### src/hdl/emst_pkg.sv
// Package with shared types and constants for the spanning tree core.
`default_nettype none
package emst_pkg;
  localparam int CoordW = 29;
  localparam int IdxW   = 6;
  localparam int LenW   = 58;
  localparam int DiffW  = 30;
  localparam int SqW    = 60;
  localparam int ResultCap = 63;

  typedef enum logic [3:0] {
    ST_LOAD,
    ST_INIT,
    ST_RD,
    ST_MUL,
    ST_SUM,
    ST_CMP,
    ST_MERGE_RD,
    ST_MERGE,
    ST_EMIT
  } state_t;

  typedef struct packed {
    logic start;
    logic hold;
  } mul_ctl_t;
endpackage
`default_nettype wire

### src/hdl/emst_sqdist.sv
// Shared squared distance unit: abs diff, square, sum over three steps.
`default_nettype none
module emst_sqdist
  import emst_pkg::*;
(
  input  wire logic                     clk,
  input  wire mul_ctl_t                 ctl,
  input  wire logic signed [CoordW-1:0] xa,
  input  wire logic signed [CoordW-1:0] xb,
  input  wire logic signed [CoordW-1:0] ya,
  input  wire logic signed [CoordW-1:0] yb,
  output logic             [SqW-1:0]    sq_len
);
  logic [DiffW-1:0] dx_r, dy_r;
  logic [SqW-1:0]   sx_r, sy_r;
  logic signed [DiffW-1:0] ddx, ddy;

  always_comb begin
    ddx = DiffW'(xa) - DiffW'(xb);
    ddy = DiffW'(ya) - DiffW'(yb);
  end

  always_ff @(posedge clk) begin
    if (ctl.start) begin
      dx_r <= ddx[DiffW-1] ? DiffW'(-ddx) : DiffW'(ddx);
      dy_r <= ddy[DiffW-1] ? DiffW'(-ddy) : DiffW'(ddy);
    end
    if (!ctl.hold) begin
      sx_r <= dx_r * dx_r;
      sy_r <= dy_r * dy_r;
    end
  end

  assign sq_len = sx_r + sy_r;
endmodule
`default_nettype wire

### config.mk
export PLATFORM = sky130hd
export DESIGN_NAME = emst_sqdist
export DESIGN_NICKNAME = d
export VERILOG_FILES = /design/src/hdl/emst_pkg.sv /design/src/hdl/emst_sqdist.sv
export SDC_FILE = /design/constraint.sdc
export NUM_CORES = 2
export LEC_CHECK = 0
export BUFFER_PORTS_ARGS = -buffer_cell sky130_fd_sc_hd__buf_2
export CAP_MARGIN = 5
export CELL_PAD_IN_SITES_DETAIL_PLACEMENT = 1
export CELL_PAD_IN_SITES_GLOBAL_PLACEMENT = 1
export CORE_MARGIN = 5
export CORE_UTILIZATION = 56
export CTS_BUF_LIST = sky130_fd_sc_hd__clkbuf_4 sky130_fd_sc_hd__clkbuf_8 sky130_fd_sc_hd__clkbuf_16
export DETAILED_ROUTE_END_ITERATION = 10
export GPL_ROUTABILITY_DRIVEN = 0
export PLACE_DENSITY = 0.88
export SYNTH_ARGS = -nofsm -noshare
export SYNTH_HDL_FRONTEND = slang
export SYNTH_SLANG_ARGS = --single-unit
### constraint.sdc
create_clock -name clk -period 20.5 [get_ports clk]
set_clock_uncertainty 0.15 [all_clocks]
set_input_delay 2.05 -clock clk [delete_from_list [all_inputs] [get_ports clk]]
set_output_delay 2.05 -clock clk [all_outputs]
set_load 0.1 [all_outputs]
==> flow_summary_export.csv <==
group,metric,value,unit
cts,cts_root_buf,"clkbuf_16",
setup_path,critical_path.max_stage_delay,980,ps
cts,clock_path_buffers,2,
synthesis,synthCells,6783,
floorplan,rows,123,
sta,fmax,99.9,MHz
synthesis,synthTopCellsByArea,"fa_1 44%, ha_1 13%, inv_1 11%",
synthesis,synth_seq_cells,178,
sta,worst_pin_slew,1190,ps
layout,nets,8981,
layout,regArea,0.00535,mm2
layout,syn_to_final_growth,4.80,%
detailed_routing,drc,0,
sta,period_share,48.8,%
layout,nFillCells,12900,
floorplan,io_pins,179,
global_routing,antenna_found_initial,3,
detailed_routing,drt-pass1-iter-count,5,
cts,postCtsHoldBufs,0,
setup_path,cp_common_cell,"fa_1",
synthesis,synth_top_area_share,43.7,%
sta,setup_viol,0,
cts,path_clk_slew,110,ps
detailed_routing,vias_per_cell,5.96,
sta,min_period,10010,ps
synthesis,ys_dominant_reg_cell,"edfxtp_1",
floorplan,die_y,347,um
synthesis,yosysTopAreaCell,"fa_1",
synthesis,ys_seq_area_share,8.38,%
setup_path,crit_path_end_kind,"flop",
layout,multi_input_area,0.0505,mm2
sta,slew_headroom,20.3,%
global_routing,grt_remaining_overflow,0,
synthesis,yosysWarnings,0,
layout,drive_gt1_share,4.96,%
setup_path,path_max_fanout,24,
sta,drv_slew,0,
setup_path,critPathLaunchType,"flop",
job,cap_violations,0,
setup_path,cp_slowest_cell,"a2111oi_0",
floorplan,dieArea,0.121,mm2
global_routing,grt_pass1_vias,60000,
sta,rsz0062_at_grt,"no",
global_routing,grt_max_degree,73,
synthesis,async_flop_share,0,%
detailed_routing,wl,208000,um
sta,final-hold-violation-count,0,
synthesis,ys_types,92,
detailed_routing,vias,49700,
cts,clock-sinks,178,
detailed_routing,ant_nets,0,
synthesis,synth_fp_nets,8938,
synthesis,syn_avg_cell_area,9.40,um2
cts,postCtsSetupRepairBufs,0,
floorplan,design.core.area,0.113,mm2
detailed_routing,drtIter0Drc,3713,
global_routing,grt_use_total,34.9,%
global_routing,grt_pass1_wl,326000,um
setup_path,worstSetupPathType,"reg2reg",
floorplan,start_util,56.5,%
cts,cts_tree,"yes",
cts,numCtsBuffers,17,
sta,tns,0,ps
setup_path,worstPathArrival,10290,ps
cts,cts_max_level,4,
status,status,"complete, no violations",
synthesis,synth-edff-count,178,
floorplan,dieWidth,347,um
place,port_buffers,178,
synthesis,synth_area,0.0638,mm2
detailed_routing,wl_per_cell,25.0,um
setup_path,required,20780,ps
cts,cts_resized,0,
cts,clk_latency,570,ps
place,post-dp-hpwl,170000,um
min_path,hold_path_class,"reg2reg",
-- cell type report --
class,count,area share (%)
inverter,1879,10.6
sequential,178,8.00
clock buffer,17,0.637
tap,1500,2.81
clock inverter,15,0.305
timing repair buffer,242,2.05
multi-input combinational,4508,75.6
antenna,3,0.0112
-- registers in the layout, indices dropped and copies added, names as in the netlist --
register	count
sy_r	59
dx_r	30
dy_r	30
sx_r	59
-- stage by stage --
stage,hold slack (ps),worst slack (ps),std cells,cell area [um2],util [%]
after global placement,711,11430,8307,66200,58.7
after floorplan,317,12230,6783,63800,-
after global routing,770,10360,8339,66800,59.2
after CTS,754,10760,8339,66800,59.2
final,773,10490,8342,66800,59.2
after detailed placement,729,10980,8307,66200,58.7
-- cells by family after synthesis --
group,count (synthesis),share of synthesized area [%]
flops,178,8.38
xor+xnor,292,4.02
fa+ha+maj,2036,56.3
compound gates,728,7.58
buf+inv,2097,12.4
simple gates,1442,11.2
mux,10,0.165
-- Yosys cell counts (6+ instances only) --
cell type / n
a211oi_1: 20
mux2i_1: 6
o21ai_1: 10
a31oi_1: 32
xnor2_1: 180
fa_1: 1392
nor2_1: 188
inv_1: 1877
a211o_1: 8
and4_1: 7
nand3b_1: 9
o31ai_1: 19
nor4_1: 10
and2_1: 379
and3_1: 25
a21oi_1: 209
o31a_1: 6
xor2_1: 111
nand3_1: 59
o21bai_1: 28
ha_1: 644
nand2b_1: 23
a21o_1: 134
o211ai_1: 14
o21a_1: 30
a2111oi_0: 6
nor3_1: 49
nand4_1: 27
a221oi_1: 6
a221o_1: 6
edfxtp_1: 178
o21ai_0: 117
o221ai_1: 7
a31o_2: 14
or3_1: 14
nor2b_1: 45
or2_2: 17
clkbuf_1: 211
o2111ai_1: 8
nand2_1: 564
-- layout by cell type (no fill, tap or decap), drive strengths merged, types with 17 or more instances in the layout --
cell type	netlist	routed
nor3	49	49
and2	379	379
a21o	134	134
o21ai	127	127
a211oi	20	20
xor2	112	112
edfxtp	178	178
inv	1877	1883
and3	25	25
clkbuf	211	17
o31ai	22	22
or2	22	22
a31oi	34	34
nand2b	23	23
nand3	59	59
buf	7	242
nor2b	45	45
a21oi	210	210
o21bai	28	28
nand4	27	27
xnor2	180	180
nor2	188	188
or3	19	19
ha	644	644
fa	1392	1392
o21a	30	30
nand2	564	564
-- final timing paths --
kind | start | endpoint | slack [ps] | depth (start not counted)
max | dx_r[13]$_DFFE_PP_ | sx_r[57]$_DFFE_PN_ | 10490 | 29
min | dy_r[0]$_DFFE_PP_ | sy_r[0]$_DFFE_PN_ | 770 | 1
max reg2reg | dx_r[13]$_DFFE_PP_ | sx_r[57]$_DFFE_PN_ | 10490 | 29
min reg2reg | dy_r[0]$_DFFE_PP_ | sy_r[0]$_DFFE_PN_ | 770 | 1
-- critical path: cells and delay by family, from the launching register on --
family	cells	cell delay [ps]
AOI/OAI and AO/OA	7	2730
adders and majority gates	9	4440
buffers and inverters	8	1050
DFF	1	350
and+or+nand+nor	5	1150
-- routing by layer --
layer	track usage (%)	vias up	wire, um
met4	23.9	0	16900
met1	38.2	25600	70300
met5	0	-	0
met3	5.33	1063	13400
met2	62.5	2499	108000
li1	-	20600	-
Power is left out: the tool's default activity adds up to more than one toggle a clock period on the data nets, which glitch-free logic cannot reach.
